[src/rtl/jtg_pkg.sv]
// Package for the joint trajectory guard: widths, codes, structs and the
// constant residue tables used to wrap the roll joint step.
// No dependencies; every other file of the block imports it.
package jtg_pkg;

  // Widths fixed by the point and verdict formats.
  localparam int NUM_JOINTS   = 6;
  localparam int POS_W        = 32;
  localparam int DELTA_W      = POS_W + 1;
  localparam int MAG_W        = POS_W;
  localparam int POINT_W      = 16;
  localparam int COUNT_W      = 4;
  localparam int MASK_W       = NUM_JOINTS;
  localparam int JOINT_W      = 3;
  localparam int LIMIT_W      = 31;
  localparam int STILL_W      = 10;
  localparam int FLIPS_W      = 3;
  localparam int RUN_W        = 4;
  localparam int CFG_INDEX_W  = 3;
  localparam int CFG_DATA_W   = 31;

  // Joint groups.
  localparam int BASE_JOINTS  = 3;
  localparam int ROLL_JOINT   = 5;
  localparam int WRIST_FIRST  = 3;
  localparam int WRIST_COUNT  = 3;

  // Roll wrap: 2*pi in Q11.20 and the first residue that folds to the negative side.
  localparam int unsigned TWO_PI_Q20 = 6588397;
  localparam int unsigned HALF_UP    = (TWO_PI_Q20 + 1) / 2;
  localparam int ROLL_RES_W = 23;
  localparam int ROLL_LO_W  = 23;
  localparam int ROLL_MID_W = 6;
  localparam int ROLL_HI_W  = DELTA_W - ROLL_LO_W - ROLL_MID_W;
  localparam int ROLL_SUM_W = 25;
  localparam int ROLL_SEGS  = 4;

  localparam logic [POINT_W-1:0] POINT_MAX = {POINT_W{1'b1}};
  localparam logic [RUN_W-1:0]   RUN_MAX   = {RUN_W{1'b1}};

  typedef enum logic [1:0] {
    DIR_NONE = 2'd0,
    DIR_UP   = 2'd1,
    DIR_DOWN = 2'd2
  } dir_t;

  typedef enum logic [2:0] {
    VERDICT_ACCEPT         = 3'd0,
    VERDICT_NO_JOINTS      = 3'd1,
    VERDICT_COUNT_MISMATCH = 3'd2,
    VERDICT_NON_FINITE     = 3'd3,
    VERDICT_JUMP           = 3'd4,
    VERDICT_FLIPS          = 3'd5
  } verdict_t;

  typedef enum logic [CFG_INDEX_W-1:0] {
    CFG_JOINT_COUNT  = 3'd0,
    CFG_LIMIT_BASE   = 3'd1,
    CFG_LIMIT_WRIST  = 3'd2,
    CFG_LIMIT_ROLL   = 3'd3,
    CFG_STILL        = 3'd4,
    CFG_MAX_FLIPS    = 3'd5
  } cfg_reg_t;

  typedef struct packed {
    logic [JOINT_W-1:0] joint_count;
    logic [LIMIT_W-1:0] limit_base;
    logic [LIMIT_W-1:0] limit_wrist;
    logic [LIMIT_W-1:0] limit_roll;
    logic [STILL_W-1:0] still;
    logic [FLIPS_W-1:0] max_flips;
  } cfg_t;

  localparam cfg_t CFG_RESET = '{
    joint_count: JOINT_W'(6),
    limit_base:  LIMIT_W'(524288),
    limit_wrist: LIMIT_W'(524288),
    limit_roll:  LIMIT_W'(524288),
    still:       STILL_W'(2),
    max_flips:   FLIPS_W'(5)
  };

  // Per-point bookkeeping that travels alongside the deltas.
  typedef struct packed {
    logic               have_prev;
    logic [POINT_W-1:0] idx;
    logic [COUNT_W-1:0] count;
    logic [MASK_W-1:0]  nf;
    logic               last;
  } point_info_t;

  typedef logic signed [DELTA_W-1:0] delta_t;

  typedef struct packed {
    logic [MAG_W-1:0] mag;
    dir_t             dir;
  } motion_t;

  typedef struct packed {
    verdict_t           verdict;
    logic [JOINT_W-1:0] joint;
    logic [POINT_W-1:0] point;
  } result_t;

  // Residues of the upper delta chunks modulo 2*pi. The top chunk holds the
  // sign bit, so its weight is negative.
  typedef logic [ROLL_RES_W-1:0] roll_res_t;
  typedef roll_res_t roll_hi_tab_t  [2**ROLL_HI_W];
  typedef roll_res_t roll_mid_tab_t [2**ROLL_MID_W];

  // Residue of a constant modulo 2*pi in [0, 2*pi), by shift and subtract.
  function automatic longint roll_residue(longint v);
    longint mag;
    longint step;
    mag = (v < 0) ? -v : v;
    for (int s = 31; s >= 0; s--) begin
      step = longint'(TWO_PI_Q20) <<< s;
      if (mag >= step) mag = mag - step;
    end
    if (v < 0 && mag != 0) mag = longint'(TWO_PI_Q20) - mag;
    return mag;
  endfunction

  function automatic roll_hi_tab_t make_roll_hi_tab();
    roll_hi_tab_t tab;
    longint       v;
    for (int i = 0; i < 2**ROLL_HI_W; i++) begin
      v = longint'(i);
      if (i >= 2**(ROLL_HI_W - 1)) v = v - longint'(2**ROLL_HI_W);
      v = v * (longint'(1) <<< (ROLL_LO_W + ROLL_MID_W));
      tab[i] = roll_res_t'(roll_residue(v));
    end
    return tab;
  endfunction

  function automatic roll_mid_tab_t make_roll_mid_tab();
    roll_mid_tab_t tab;
    longint        v;
    for (int i = 0; i < 2**ROLL_MID_W; i++) begin
      v = longint'(i) * (longint'(1) <<< ROLL_LO_W);
      tab[i] = roll_res_t'(roll_residue(v));
    end
    return tab;
  endfunction

  localparam roll_hi_tab_t  ROLL_HI_TAB  = make_roll_hi_tab();
  localparam roll_mid_tab_t ROLL_MID_TAB = make_roll_mid_tab();

endpackage

[src/rtl/jtg_if.sv]
// Channel interfaces of the joint trajectory guard: point input and verdict output.
// Depends on jtg_pkg for the field widths.
interface jtg_point_if;
  import jtg_pkg::*;

  logic                     valid;
  logic                     ready;
  logic signed [POS_W-1:0]  pos_0;
  logic signed [POS_W-1:0]  pos_1;
  logic signed [POS_W-1:0]  pos_2;
  logic signed [POS_W-1:0]  pos_3;
  logic signed [POS_W-1:0]  pos_4;
  logic signed [POS_W-1:0]  pos_5;
  logic [COUNT_W-1:0]       position_count;
  logic [MASK_W-1:0]        non_finite_mask;
  logic                     last_point;

  modport source (
    output valid, pos_0, pos_1, pos_2, pos_3, pos_4, pos_5,
    output position_count, non_finite_mask, last_point,
    input  ready
  );

  modport sink (
    input  valid, pos_0, pos_1, pos_2, pos_3, pos_4, pos_5,
    input  position_count, non_finite_mask, last_point,
    output ready
  );
endinterface

interface jtg_verdict_if;
  import jtg_pkg::*;

  logic               valid;
  logic               ready;
  logic [2:0]         verdict;
  logic [JOINT_W-1:0] fail_joint;
  logic [POINT_W-1:0] fail_point;

  modport source (output valid, verdict, fail_joint, fail_point, input ready);
  modport sink (input valid, verdict, fail_joint, fail_point, output ready);
endinterface

[src/rtl/jtg_front.sv]
// Front stage: takes point beats, keeps the previous point and the point
// index, and registers the per-joint deltas. Depends on jtg_pkg.
module jtg_front (
  input  logic                             clk,
  input  logic                             rst_n,
  input  logic                             in_valid,
  output logic                             in_ready,
  input  logic signed [jtg_pkg::POS_W-1:0] pos_i [jtg_pkg::NUM_JOINTS],
  input  logic [jtg_pkg::COUNT_W-1:0]      count_i,
  input  logic [jtg_pkg::MASK_W-1:0]       nf_i,
  input  logic                             last_i,
  output logic                             d_valid_o,
  input  logic                             d_ready_i,
  output jtg_pkg::delta_t                  delta_o [jtg_pkg::NUM_JOINTS],
  output jtg_pkg::point_info_t             info_o
);
  import jtg_pkg::*;

  logic                    accept;
  logic                    d_valid_r;
  logic                    have_prev_r;
  logic [POINT_W-1:0]      point_idx_r;
  logic [POINT_W-1:0]      point_idx_nxt;
  logic signed [POS_W-1:0] prev_r [NUM_JOINTS];
  delta_t                  delta_r [NUM_JOINTS];
  point_info_t             info_r;

  assign in_ready = !d_valid_r || d_ready_i;
  assign accept   = in_valid && in_ready;

  // Index of the next point: saturates, and restarts after the last point.
  always_comb begin
    if (last_i) begin
      point_idx_nxt = '0;
    end else if (point_idx_r == POINT_MAX) begin
      point_idx_nxt = point_idx_r;
    end else begin
      point_idx_nxt = point_idx_r + 1'b1;
    end
  end

  // Control state.
  always_ff @(posedge clk) begin
    if (!rst_n) begin
      d_valid_r   <= 1'b0;
      have_prev_r <= 1'b0;
      point_idx_r <= '0;
    end else begin
      if (in_ready) d_valid_r <= in_valid;
      if (accept) begin
        have_prev_r <= !last_i;
        point_idx_r <= point_idx_nxt;
      end
    end
  end

  // Previous point and the deltas against it.
  always_ff @(posedge clk) begin
    if (accept) begin
      for (int j = 0; j < NUM_JOINTS; j++) begin
        prev_r[j]  <= pos_i[j];
        delta_r[j] <= {pos_i[j][POS_W-1], pos_i[j]} - {prev_r[j][POS_W-1], prev_r[j]};
      end
      info_r <= '{have_prev: have_prev_r, idx: point_idx_r, count: count_i,
                  nf: nf_i, last: last_i};
    end
  end

  assign d_valid_o = d_valid_r;
  assign delta_o   = delta_r;
  assign info_o    = info_r;

endmodule

[src/rtl/jtg_measure.sv]
// Measure stages: step magnitude and direction per joint, with the roll joint
// step wrapped into (-pi, pi] over two stages. Depends on jtg_pkg.
module jtg_measure (
  input  logic                 clk,
  input  logic                 rst_n,
  input  logic                 d_valid_i,
  output logic                 d_ready_o,
  input  jtg_pkg::delta_t      delta_i [jtg_pkg::NUM_JOINTS],
  input  jtg_pkg::point_info_t info_i,
  output logic                 m_valid_o,
  input  logic                 m_ready_i,
  output jtg_pkg::motion_t     mot_o [jtg_pkg::NUM_JOINTS],
  output jtg_pkg::point_info_t info_o
);
  import jtg_pkg::*;

  logic                  a_valid_r;
  logic                  a_ready;
  point_info_t           a_info_r;
  motion_t               a_mot_r [ROLL_JOINT];
  logic [ROLL_SUM_W-1:0] a_roll_sum_r;
  logic [ROLL_SUM_W-1:0] roll_sum_nxt;

  logic                  b_valid_r;
  logic                  b_ready;
  point_info_t           b_info_r;
  motion_t               b_mot_r [NUM_JOINTS];
  motion_t               roll_mot;

  function automatic motion_t to_motion(input delta_t d);
    motion_t            m;
    logic [DELTA_W-1:0] neg;
    neg   = -d;
    m.mag = d[DELTA_W-1] ? neg[MAG_W-1:0] : d[MAG_W-1:0];
    m.dir = d[DELTA_W-1] ? DIR_DOWN : ((d == '0) ? DIR_NONE : DIR_UP);
    return m;
  endfunction

  assign b_ready   = !b_valid_r || m_ready_i;
  assign a_ready   = !a_valid_r || b_ready;
  assign d_ready_o = a_ready;

  // Roll delta residue: table residues of the upper chunks plus the low bits.
  assign roll_sum_nxt =
      ROLL_SUM_W'(ROLL_HI_TAB[delta_i[ROLL_JOINT][DELTA_W-1 -: ROLL_HI_W]])
    + ROLL_SUM_W'(ROLL_MID_TAB[delta_i[ROLL_JOINT][ROLL_LO_W+ROLL_MID_W-1 -: ROLL_MID_W]])
    + ROLL_SUM_W'(delta_i[ROLL_JOINT][ROLL_LO_W-1:0]);

  // The residue sum lies below four periods. Each period splits into an upward
  // half and a downward half; the magnitude is measured from its nearer end.
  always_comb begin
    roll_mot = '{mag: '0, dir: DIR_NONE};
    for (int k = 0; k < ROLL_SEGS; k++) begin
      if (a_roll_sum_r >= ROLL_SUM_W'(k * TWO_PI_Q20)) begin
        if (a_roll_sum_r >= ROLL_SUM_W'(k * TWO_PI_Q20 + HALF_UP)) begin
          roll_mot.mag = MAG_W'(ROLL_SUM_W'((k + 1) * TWO_PI_Q20) - a_roll_sum_r);
          roll_mot.dir = DIR_DOWN;
        end else begin
          roll_mot.mag = MAG_W'(a_roll_sum_r - ROLL_SUM_W'(k * TWO_PI_Q20));
          roll_mot.dir = (a_roll_sum_r == ROLL_SUM_W'(k * TWO_PI_Q20)) ? DIR_NONE : DIR_UP;
        end
      end
    end
  end

  // Stage valids.
  always_ff @(posedge clk) begin
    if (!rst_n) begin
      a_valid_r <= 1'b0;
      b_valid_r <= 1'b0;
    end else begin
      if (a_ready) a_valid_r <= d_valid_i;
      if (b_ready) b_valid_r <= a_valid_r;
    end
  end

  // Stage payloads.
  always_ff @(posedge clk) begin
    if (a_ready && d_valid_i) begin
      for (int j = 0; j < ROLL_JOINT; j++) begin
        a_mot_r[j] <= to_motion(delta_i[j]);
      end
      a_roll_sum_r <= roll_sum_nxt;
      a_info_r     <= info_i;
    end
    if (b_ready && a_valid_r) begin
      for (int j = 0; j < ROLL_JOINT; j++) begin
        b_mot_r[j] <= a_mot_r[j];
      end
      b_mot_r[ROLL_JOINT] <= roll_mot;
      b_info_r            <= a_info_r;
    end
  end

  assign m_valid_o = b_valid_r;
  assign mot_o     = b_mot_r;
  assign info_o    = b_info_r;

endmodule

[src/rtl/jtg_judge.sv]
// Judge stage: keeps the trajectory findings (malformed point, jump, wrist
// reversal runs) and registers the verdict on the last point. Depends on jtg_pkg.
module jtg_judge (
  input  logic                 clk,
  input  logic                 rst_n,
  input  jtg_pkg::cfg_t        cfg_i,
  input  logic                 m_valid_i,
  output logic                 m_ready_o,
  input  jtg_pkg::motion_t     mot_i [jtg_pkg::NUM_JOINTS],
  input  jtg_pkg::point_info_t info_i,
  output logic                 out_valid_o,
  input  logic                 out_ready_i,
  output jtg_pkg::result_t     result_o
);
  import jtg_pkg::*;

  typedef struct packed {
    verdict_t                                   mal_code;
    logic [JOINT_W-1:0]                         mal_joint;
    logic [POINT_W-1:0]                         mal_point;
    logic                                       jump_found;
    logic [JOINT_W-1:0]                         jump_joint;
    logic [POINT_W-1:0]                         jump_point;
    dir_t [WRIST_COUNT-1:0]                     last_dir;
    logic [WRIST_COUNT-1:0][RUN_W-1:0]          flip_run;
    logic [WRIST_COUNT-1:0]                     flip_failed;
    logic [WRIST_COUNT-1:0][POINT_W-1:0]        flip_point;
  } track_t;

  track_t             st_r;
  track_t             st_nxt;
  logic               fire;
  logic [JOINT_W-1:0] eff;
  logic               active [NUM_JOINTS];
  logic [LIMIT_W-1:0] limit_sel [NUM_JOINTS];
  logic               over [NUM_JOINTS];
  logic [RUN_W-1:0]   run_inc [WRIST_COUNT];
  result_t            res;
  logic               out_valid_r;
  result_t            result_r;

  // A last point may only finish once the verdict register is free.
  assign m_ready_o = !info_i.last || !out_valid_r || out_ready_i;
  assign fire      = m_valid_i && m_ready_o;

  // Joints in use and the step limit of each.
  always_comb begin
    eff = (cfg_i.joint_count > JOINT_W'(NUM_JOINTS)) ? JOINT_W'(NUM_JOINTS)
                                                     : cfg_i.joint_count;
    for (int j = 0; j < NUM_JOINTS; j++) begin
      active[j] = JOINT_W'(j) < eff;
      if (j < BASE_JOINTS) begin
        limit_sel[j] = cfg_i.limit_base;
      end else if (j < ROLL_JOINT) begin
        limit_sel[j] = cfg_i.limit_wrist;
      end else begin
        limit_sel[j] = cfg_i.limit_roll;
      end
      over[j] = info_i.have_prev && active[j] && (mot_i[j].mag > MAG_W'(limit_sel[j]));
    end
    for (int w = 0; w < WRIST_COUNT; w++) begin
      run_inc[w] = (st_r.flip_run[w] == RUN_MAX) ? st_r.flip_run[w]
                                                 : st_r.flip_run[w] + 1'b1;
    end
  end

  // Findings after this point.
  always_comb begin
    st_nxt = st_r;

    // First malformed point: count mismatch, else lowest non-finite joint.
    if (st_r.mal_code == VERDICT_ACCEPT) begin
      if (info_i.count != COUNT_W'(cfg_i.joint_count)) begin
        st_nxt.mal_code  = VERDICT_COUNT_MISMATCH;
        st_nxt.mal_joint = '0;
        st_nxt.mal_point = info_i.idx;
      end else begin
        for (int j = NUM_JOINTS - 1; j >= 0; j--) begin
          if (active[j] && info_i.nf[j]) begin
            st_nxt.mal_code  = VERDICT_NON_FINITE;
            st_nxt.mal_joint = JOINT_W'(j);
            st_nxt.mal_point = info_i.idx;
          end
        end
      end
    end

    // First over-limit step, lowest joint on that point.
    if (!st_r.jump_found) begin
      for (int j = NUM_JOINTS - 1; j >= 0; j--) begin
        if (over[j]) begin
          st_nxt.jump_found = 1'b1;
          st_nxt.jump_joint = JOINT_W'(j);
          st_nxt.jump_point = info_i.idx;
        end
      end
    end

    // Wrist reversal runs; steps below the still threshold are skipped.
    for (int w = 0; w < WRIST_COUNT; w++) begin
      if (info_i.have_prev && active[WRIST_FIRST + w] && !st_r.flip_failed[w] &&
          !(mot_i[WRIST_FIRST + w].mag < MAG_W'(cfg_i.still))) begin
        if (st_r.last_dir[w] != DIR_NONE) begin
          if (mot_i[WRIST_FIRST + w].dir != DIR_NONE &&
              mot_i[WRIST_FIRST + w].dir != st_r.last_dir[w]) begin
            st_nxt.flip_run[w] = run_inc[w];
            if (run_inc[w] > RUN_W'(cfg_i.max_flips)) begin
              st_nxt.flip_failed[w] = 1'b1;
              st_nxt.flip_point[w]  = info_i.idx;
            end
          end else begin
            st_nxt.flip_run[w] = '0;
          end
        end
        st_nxt.last_dir[w] = mot_i[WRIST_FIRST + w].dir;
      end
    end
  end

  // Verdict by precedence over the updated findings.
  always_comb begin
    res = '{verdict: VERDICT_ACCEPT, joint: '0, point: '0};
    if (cfg_i.joint_count == '0) begin
      res.verdict = VERDICT_NO_JOINTS;
    end else if (st_nxt.mal_code != VERDICT_ACCEPT) begin
      res = '{verdict: st_nxt.mal_code, joint: st_nxt.mal_joint, point: st_nxt.mal_point};
    end else if (st_nxt.jump_found) begin
      res = '{verdict: VERDICT_JUMP, joint: st_nxt.jump_joint, point: st_nxt.jump_point};
    end else begin
      for (int w = WRIST_COUNT - 1; w >= 0; w--) begin
        if (st_nxt.flip_failed[w]) begin
          res = '{verdict: VERDICT_FLIPS, joint: JOINT_W'(WRIST_FIRST + w),
                  point: st_nxt.flip_point[w]};
        end
      end
    end
  end

  // Trajectory findings, cleared after the last point.
  always_ff @(posedge clk) begin
    if (!rst_n) begin
      st_r <= '0;
    end else if (fire) begin
      if (info_i.last) begin
        st_r <= '0;
      end else begin
        st_r <= st_nxt;
      end
    end
  end

  // Verdict register.
  always_ff @(posedge clk) begin
    if (!rst_n) begin
      out_valid_r <= 1'b0;
    end else if (fire && info_i.last) begin
      out_valid_r <= 1'b1;
    end else if (out_ready_i) begin
      out_valid_r <= 1'b0;
    end
  end

  always_ff @(posedge clk) begin
    if (fire && info_i.last) result_r <= res;
  end

  assign out_valid_o = out_valid_r;
  assign result_o    = result_r;

endmodule

[src/rtl/joint_trajectory_guard_top.sv]
// Top level of the joint trajectory guard: configuration registers and the
// front, measure and judge stages. Depends on jtg_pkg, jtg_if and the stages.
//
//   channel       direction  beat holds                                   handshake
//   in_point      in         pos_0..pos_5, position_count, mask, last     valid/ready
//   out_verdict   out        verdict, fail_joint, fail_point              valid/ready
//   cfg_*         in         cfg_index, cfg_wdata                         cfg_we
//
// One point per cycle. A last point runs through front and measure to the verdict register.
// The pipeline holds only when a last point reaches the judge stage while the
// previous verdict still sits unread in the output register.
// Reset is synchronous: it empties the pipeline, clears the trajectory findings
// and loads the register defaults.
module joint_trajectory_guard_top (
  input  logic                               clk,
  input  logic                               rst_n,
  jtg_point_if.sink                          in_point,
  jtg_verdict_if.source                      out_verdict,
  input  logic                               cfg_we,
  input  logic [jtg_pkg::CFG_INDEX_W-1:0]    cfg_index,
  input  logic [jtg_pkg::CFG_DATA_W-1:0]     cfg_wdata
);
  import jtg_pkg::*;

  cfg_t                    cfg_r;
  logic signed [POS_W-1:0] pos [NUM_JOINTS];
  logic                    d_valid;
  logic                    d_ready;
  delta_t                  delta [NUM_JOINTS];
  point_info_t             d_info;
  logic                    m_valid;
  logic                    m_ready;
  motion_t                 mot [NUM_JOINTS];
  point_info_t             m_info;
  result_t                 result;

  // Configuration registers.
  always_ff @(posedge clk) begin
    if (!rst_n) begin
      cfg_r <= CFG_RESET;
    end else if (cfg_we) begin
      unique case (cfg_reg_t'(cfg_index))
        CFG_JOINT_COUNT: cfg_r.joint_count <= cfg_wdata[JOINT_W-1:0];
        CFG_LIMIT_BASE:  cfg_r.limit_base  <= cfg_wdata[LIMIT_W-1:0];
        CFG_LIMIT_WRIST: cfg_r.limit_wrist <= cfg_wdata[LIMIT_W-1:0];
        CFG_LIMIT_ROLL:  cfg_r.limit_roll  <= cfg_wdata[LIMIT_W-1:0];
        CFG_STILL:       cfg_r.still       <= cfg_wdata[STILL_W-1:0];
        CFG_MAX_FLIPS:   cfg_r.max_flips   <= cfg_wdata[FLIPS_W-1:0];
        default: ;
      endcase
    end
  end

  assign pos[0] = in_point.pos_0;
  assign pos[1] = in_point.pos_1;
  assign pos[2] = in_point.pos_2;
  assign pos[3] = in_point.pos_3;
  assign pos[4] = in_point.pos_4;
  assign pos[5] = in_point.pos_5;

  jtg_front u_front (
    .clk       (clk),
    .rst_n     (rst_n),
    .in_valid  (in_point.valid),
    .in_ready  (in_point.ready),
    .pos_i     (pos),
    .count_i   (in_point.position_count),
    .nf_i      (in_point.non_finite_mask),
    .last_i    (in_point.last_point),
    .d_valid_o (d_valid),
    .d_ready_i (d_ready),
    .delta_o   (delta),
    .info_o    (d_info)
  );

  jtg_measure u_measure (
    .clk       (clk),
    .rst_n     (rst_n),
    .d_valid_i (d_valid),
    .d_ready_o (d_ready),
    .delta_i   (delta),
    .info_i    (d_info),
    .m_valid_o (m_valid),
    .m_ready_i (m_ready),
    .mot_o     (mot),
    .info_o    (m_info)
  );

  jtg_judge u_judge (
    .clk         (clk),
    .rst_n       (rst_n),
    .cfg_i       (cfg_r),
    .m_valid_i   (m_valid),
    .m_ready_o   (m_ready),
    .mot_i       (mot),
    .info_i      (m_info),
    .out_valid_o (out_verdict.valid),
    .out_ready_i (out_verdict.ready),
    .result_o    (result)
  );

  assign out_verdict.verdict    = result.verdict;
  assign out_verdict.fail_joint = result.joint;
  assign out_verdict.fail_point = result.point;

endmodule

[src/flat_wrapper.sv]
// flat-port wrapper written by rule: the top's interface ports become plain ports
module joint_trajectory_guard_top_flat import jtg_pkg::*;
  (clk, rst_n, cfg_we, cfg_index, cfg_wdata, in_point_valid, in_point_pos_0, in_point_pos_1, in_point_pos_2, in_point_pos_3, in_point_pos_4, in_point_pos_5, in_point_position_count, in_point_non_finite_mask, in_point_last_point, in_point_ready, out_verdict_valid, out_verdict_verdict, out_verdict_fail_joint, out_verdict_fail_point, out_verdict_ready);
  jtg_point_if in_point_i ();
  jtg_verdict_if out_verdict_i ();
  input  logic clk;
  input  logic rst_n;
  input  logic cfg_we;
  input  logic [jtg_pkg::CFG_INDEX_W-1:0] cfg_index;
  input  logic [jtg_pkg::CFG_DATA_W-1:0] cfg_wdata;
  input wire logic [$bits(in_point_i.valid)-1:0] in_point_valid;
  input wire logic [$bits(in_point_i.pos_0)-1:0] in_point_pos_0;
  input wire logic [$bits(in_point_i.pos_1)-1:0] in_point_pos_1;
  input wire logic [$bits(in_point_i.pos_2)-1:0] in_point_pos_2;
  input wire logic [$bits(in_point_i.pos_3)-1:0] in_point_pos_3;
  input wire logic [$bits(in_point_i.pos_4)-1:0] in_point_pos_4;
  input wire logic [$bits(in_point_i.pos_5)-1:0] in_point_pos_5;
  input wire logic [$bits(in_point_i.position_count)-1:0] in_point_position_count;
  input wire logic [$bits(in_point_i.non_finite_mask)-1:0] in_point_non_finite_mask;
  input wire logic [$bits(in_point_i.last_point)-1:0] in_point_last_point;
  output wire logic [$bits(in_point_i.ready)-1:0] in_point_ready;
  output wire logic [$bits(out_verdict_i.valid)-1:0] out_verdict_valid;
  output wire logic [$bits(out_verdict_i.verdict)-1:0] out_verdict_verdict;
  output wire logic [$bits(out_verdict_i.fail_joint)-1:0] out_verdict_fail_joint;
  output wire logic [$bits(out_verdict_i.fail_point)-1:0] out_verdict_fail_point;
  input wire logic [$bits(out_verdict_i.ready)-1:0] out_verdict_ready;
  assign in_point_i.valid = in_point_valid;
  assign in_point_i.pos_0 = in_point_pos_0;
  assign in_point_i.pos_1 = in_point_pos_1;
  assign in_point_i.pos_2 = in_point_pos_2;
  assign in_point_i.pos_3 = in_point_pos_3;
  assign in_point_i.pos_4 = in_point_pos_4;
  assign in_point_i.pos_5 = in_point_pos_5;
  assign in_point_i.position_count = in_point_position_count;
  assign in_point_i.non_finite_mask = in_point_non_finite_mask;
  assign in_point_i.last_point = in_point_last_point;
  assign in_point_ready = in_point_i.ready;
  assign out_verdict_valid = out_verdict_i.valid;
  assign out_verdict_verdict = out_verdict_i.verdict;
  assign out_verdict_fail_joint = out_verdict_i.fail_joint;
  assign out_verdict_fail_point = out_verdict_i.fail_point;
  assign out_verdict_i.ready = out_verdict_ready;
  joint_trajectory_guard_top u_core (.clk(clk), .rst_n(rst_n), .in_point(in_point_i), .out_verdict(out_verdict_i), .cfg_we(cfg_we), .cfg_index(cfg_index), .cfg_wdata(cfg_wdata));
endmodule
[config.mk]
export PLATFORM = sky130hd
export DESIGN_NAME = joint_trajectory_guard_top_flat
export DESIGN_NICKNAME = d
export VERILOG_FILES = /design/src/rtl/jtg_pkg.sv /design/src/rtl/jtg_if.sv /design/src/rtl/jtg_front.sv /design/src/rtl/jtg_measure.sv /design/src/rtl/jtg_judge.sv /design/src/rtl/joint_trajectory_guard_top.sv /design/src/flat_wrapper.sv
export SDC_FILE = /design/constraint.sdc
export NUM_CORES = 2
export LEC_CHECK = 0
export BUFFER_PORTS_ARGS = -buffer_cell sky130_fd_sc_hd__buf_2
export CAP_MARGIN = 20
export CORE_UTILIZATION = 45
export DETAILED_ROUTE_END_ITERATION = 6
export PLACE_DENSITY_LB_ADDON = 0.1
export SYNTH_ARGS = -nofsm -noshare
export SYNTH_HDL_FRONTEND = slang
export SYNTH_HIERARCHICAL = 1
export SYNTH_SLANG_ARGS = --single-unit
[constraint.sdc]
create_clock -name clk -period 18.1 [get_ports clk]
set_input_delay 4.525 -clock clk [delete_from_list [all_inputs] [get_ports clk]]
set_output_delay 4.525 -clock clk [all_outputs]
set_load 0.005 [all_outputs]
* Yosys cells after proc, flatten, opt, wreduce, memory -nomap -nowiden
Memory sizes are Yosys's and may differ from the RTL's. A register that Yosys moved wholly into a read port is not among the register bits. Cells that the tools add are included.
Storage, ports and cells: memories 4, flip-flop bits (word level) 604, RAM bits 362, ROM bits 1840, bits of input ports 242
Operators by class: eq/ne operators 17, bitwise operators 2, order comparisons 29, mux-type cells 100, reduce and logical (&&, ||, !) cells 85, $add $sub $neg 24
Memory list:
- (name not given) | words 64, bits a word 23, rd ports 1, clocked after memory_dff 0, wr ports 0, line jtg_measure.sv:46 | + ROLL_SUM_W'(ROLL_MID_TAB[delta_i[ROLL_JOINT][ROLL_LO_W+ROLL_MID_W-1 -: ROLL_MID_W]])
- (name not given) | words 16, bits a word 23, rd ports 1, clocked after memory_dff 0, wr ports 0, line jtg_measure.sv:45 | ROLL_SUM_W'(ROLL_HI_TAB[delta_i[ROLL_JOINT][DELTA_W-1 -: ROLL_HI_W]])
- u_core.u_front.prev_r | words 6, bits a word 32, rd ports 6, clocked after memory_dff 0, wr ports 6, line jtg_front.sv:24 | logic signed [POS_W-1:0] prev_r [NUM_JOINTS];
- u_core.u_measure.a_mot_r | words 5, bits a word 34, rd ports 5, clocked after memory_dff 5, wr ports 5, line jtg_measure.sv:20 | motion_t a_mot_r [ROLL_JOINT];
Operator list (number):
- 22-bit 2-to-1 mux | 13
- 34-bit 2-to-1 mux | 8
- 16-bit 2-to-1 mux | 14
- 32-bit by 32-bit subtractor with 33-bit output | 6
- 32-bit by 31-bit > comparator with 1-bit output | 6
- 33-bit zero test | 5
- 32-bit 2-to-1 mux | 5
- 32-bit negation | 5
- 20-bit 2-to-1 mux | 7
- 111-bit 2-to-1 mux | 1
- 32-bit by 10-bit < comparator with 1-bit output | 3
- 23-bit 2-to-1 mux | 4
- 25-bit by 24-bit >= comparator with 1-bit output (second input constant) | 3
- 25-bit by 25-bit subtractor with 26-bit output (first input constant) | 2
- 25-bit >= comparator (second input constant) | 2
- 4-bit 2-to-1 mux | 12
- 1-bit logical AND | 32
- 1-bit 2-to-1 mux | 27
- 2-bit nonzero test | 13
- 23-bit by 25-bit subtractor with 26-bit output (first input constant) | 1
- 24-bit by 25-bit subtractor with 26-bit output (first input constant) | 1
- 25-bit by 23-bit subtractor with 26-bit output (second input constant) | 1
- 25-bit by 24-bit subtractor with 26-bit output (second input constant) | 1
- 25-bit by 25-bit subtractor with 26-bit output (second input constant) | 1
- other kinds (36) | 84

* Logic depth before layout (Yosys ltp)
word-level depth 14, mapped depth 22

* Cells and area by module
Netlist, hierarchy kept.
Modules (own cells, without submodules):
- jtg_measure | cells an instance 2114, seq. area each 13523.0 um2, area each 24210.7 um2, times used 1
- jtg_front | cells an instance 2122, seq. area each 12912.4 um2, area each 23927.9 um2, times used 1
- jtg_judge | cells an instance 1517, seq. area each 2902.8 um2, area each 12487.0 um2, times used 1
- joint_trajectory_guard_top | cells an instance 396, seq. area each 2182.1 um2, area each 4037.6 um2, times used 1

* Worst setup path before layout
OpenSTA, ideal clock, no wires.
path type input -> register, from input port out_verdict_ready, to register u_core.u_front.point_idx_r[13], required time 18.030 ns, path slack -1.280 ns, arrival time 19.310 ns, stages 11, path through nand3b_1 -> nor2b_1 -> nand2_1 -> nand2b_1 -> and2_1 -> clkbuf_1 -> o31ai_2 -> or2_1 -> buf_2 -> or4_1 -> a21boi_1
Between the ends: word-level cells in the longest chain between the ends 6
Ends and longest elaborated chain:
- from (decl) | line flat_wrapper.sv:26 | input wire logic [$bits(out_verdict_i.ready)-1:0] out_verdict_ready;
- 1-bit logical OR | line jtg_judge.sv:43 | assign m_ready_o = !info_i.last || !out_valid_r || out_ready_i;
- 1-bit logical OR | line jtg_measure.sv:39 | assign b_ready = !b_valid_r || m_ready_i;
- 1-bit logical OR | line jtg_measure.sv:40 | assign a_ready = !a_valid_r || b_ready;
- named net u_core.d_ready | line joint_trajectory_guard_top.sv:28 | logic d_ready;
- 1-bit logical OR | line jtg_front.sv:28 | assign in_ready = !d_valid_r || d_ready_i;
- named net in_point_ready | line flat_wrapper.sv:21 | output wire logic [$bits(in_point_i.ready)-1:0] in_point_ready;
- 1-bit logical AND | line jtg_front.sv:29 | assign accept = in_valid && in_ready;
- named net u_core.u_front.accept | line jtg_front.sv:19 | logic accept;
- 2-bit AND reduction (no line)
- to (signal assigned) | line jtg_front.sv:52 | point_idx_r <= point_idx_nxt;
- to (decl) | line jtg_front.sv:22 | logic [POINT_W-1:0] point_idx_r;
The timed path passes the listed nets, and every way through them passes these cells. A chain may end at the register's enable or synchronous reset.

* Final worst setup path
from input port out_verdict_ready, to output port in_point_ready
Between the ends: word-level cells in the longest chain between the ends 4
Ends and longest elaborated chain:
- 1-bit logical OR | line jtg_judge.sv:43
- named net u_core.m_ready | line joint_trajectory_guard_top.sv:32 | logic m_ready;
- 1-bit logical OR | line jtg_measure.sv:39
- 1-bit logical OR | line jtg_measure.sv:40
- named net u_core.d_ready | line joint_trajectory_guard_top.sv:28
- 1-bit logical OR | line jtg_front.sv:28
- to (decl) | line flat_wrapper.sv:21
The timed path passes the listed nets, and every way through them passes these cells.

==> results_dict.tcl <==
set metrics [dict create \
    die_width_um 380 \
    cap_violations 0 \
    final.setup.tns_ns 0 \
    cts_max_level 4 \
    worstRegToRegCells 16 \
    clk_pin_slew_ns 0.06 \
    clock_skew_ns 0.0614 \
    fin_nets 7073 \
    root_buffer "clkbuf_16" \
    grt_pass1_wl_um 259000 \
    postLayoutSetupSlackWorst_ns 7.98 \
    drtPass1Iterations 5 \
    drt_wl_total_um 166000 \
    place_ws_ns 8.00 \
    endpoint_kind "output pin" \
    cts_sinks 1118 \
    clock_latency_ns 0.77 \
    slew_viol_final 0 \
    cts.hold.buffers_added 0 \
    die-area_mm2 0.144 \
    cts_setup_buffers 0 \
    fin_crit_sh 0.559 \
    wl_met2_um 74100 \
    drc 0 \
    regArea_mm2 0.0312 \
    grt_pass1_vias 45982 \
    place_inst 8074 \
    syn_to_final_growth_pct 12.0 \
    cts_made_buffers 131 \
    start_util 0.454 \
    worst_pin_slew_ns 1.11 \
    required_ns 13.57 \
    ios 266 \
    dpl.hpwl_um 120000 \
    synth.avg_cell_area_um2 10.5 \
    antenna_found_initial 41 \
    fmax_ghz 0.0989 \
    io_buffers 265 \
    die_height_um 380 \
    slew_headroom 0.261 \
    timing.hold.ws_ns 0.396 \
    path_max_fanout 4 \
    wl_met3_um 10700 \
    dpl_cell_area_mm2 0.0674 \
    outcome "finished, final reports clean" \
    viasPerCell 5.68 \
    wire_per_inst_um 19.9 \
    m1WireLength_um 75900 \
    cellLeakagePower_uw 0.0278 \
    fillCellCount 12997 \
    grt_overflow 0 \
    coreArea_mm2 0.142 \
    grt_max_degree 138 \
    routed.top_layer "met5" \
    cts_tree "built" \
    period_needed_ns 10.12 \
    drt_first_iter_violations 3225 \
    cts_resized 0 \
    stdcell_count 8323 \
    rsz0062_at_grt "false" \
    drive_gt1_frac 0.0996 \
    yosysWarnings 6 \
    gp_congestion 0.896 \
    antenna_violating_nets_post_route 0 \
    synth_cells 6131 \
    final_cell_mix "edfxtp_1, nand2_1, ha_1, inv_1, a21oi_1" \
    powerDensity_mw_per_mm2 120 \
    fp-row-count 138 \
    hp-class "flop to flop" \
    syn_area_mm2 0.0643 \
    setup_viol 0 \
    synth_nets 6885 \
    clk_path_buf_depth 3 \
    final-hold-violation-count 0 \
    peakVddDrop_mv 0.0798 \
    worstPathArrival_ns 5.59 \
    multiInputGateArea_mm2 0.0304 \
    min_path_cells 0 \
    fin_area_mm2 0.0720 \
    critPathKind "input port to output pin" \
    grt.total_usage 0.226 \
    num_vias 47251 \
    final_common_cell "edfxtp_1" \
    start_kind "input port" \
]
-- worst max-delay path: stages --
cell      delay (ns)
buf_2           0.10
nand3b_1        0.18
nor2b_1         0.36
nand2_1         0.12
nand2b_1        0.18
buf_2           0.13
-- state kept, by name, indices dropped and copies added, names as in the netlist --
register / cells
u_core/u_judge/result_o: 22
u_core/u_judge/out_valid_o: 1
u_core/u_front/prev_r: 192
u_core/u_measure/a_valid_r: 1
u_core/u_front/d_valid_o: 1
u_core/u_front/have_prev_r: 1
u_core/u_measure/a_info_r: 28
u_core/u_front/delta_o: 198
u_core/u_measure/mot_o: 192
u_core/u_front/point_idx_r: 16
u_core/u_measure/a_mot_r: 164
u_core/u_measure/info_o: 28
u_core/u_measure/m_valid_o: 1
u_core/u_measure/a_roll_sum_r: 25
u_core/u_judge/st_r: 111
u_core/cfg_r: 109
u_core/u_front/info_o: 28
-- area by class of cell --
type,count,area share
flip-flops and latches,1118,0.433
multi-input cells,4296,0.422
clock buffers,159,0.0489
well taps,1890,0.0329
repair buffers,325,0.0253
inverters,447,0.0233
clock inverters,82,0.0142
diodes,6,0.000209
-- per-stage QoR --
step,utilization,power (uW)
finish,0.508,8620
global route,0.508,9080
CTS,0.508,8680
detailed placement,0.476,5870
global placement,0.476,5870
floorplan,-,5140
-- metal layers --
metal / vias up / GRT usage
met3: 315 / 0.0488
met5: - / 0
li1: 23069 / -
met2: 1208 / 0.355
met4: 54 / 0.0730
met1: 22605 / 0.310
-- path summary, 6_finish.rpt --
path / from / endpoint / slack, ns
max reg2reg: u_core/u_front/delta_o[25] / u_core/u_measure/a_roll_sum_r[24] / 12.11
min: u_core/u_measure/a_mot_r[0][38] / u_core/u_measure/mot_o[140] / 0.40
min reg2reg: u_core/u_measure/a_mot_r[0][38] / u_core/u_measure/mot_o[140] / 0.40
max: out_verdict_ready / in_point_ready / 7.98
-- power by group --
part	switching, uW	total [uW]	internal, uW
logic	1550	2510	964
registers	228	3370	3140
clock network	1110	2740	1640
No activity file was read; power rests on OpenSTA's default activity.
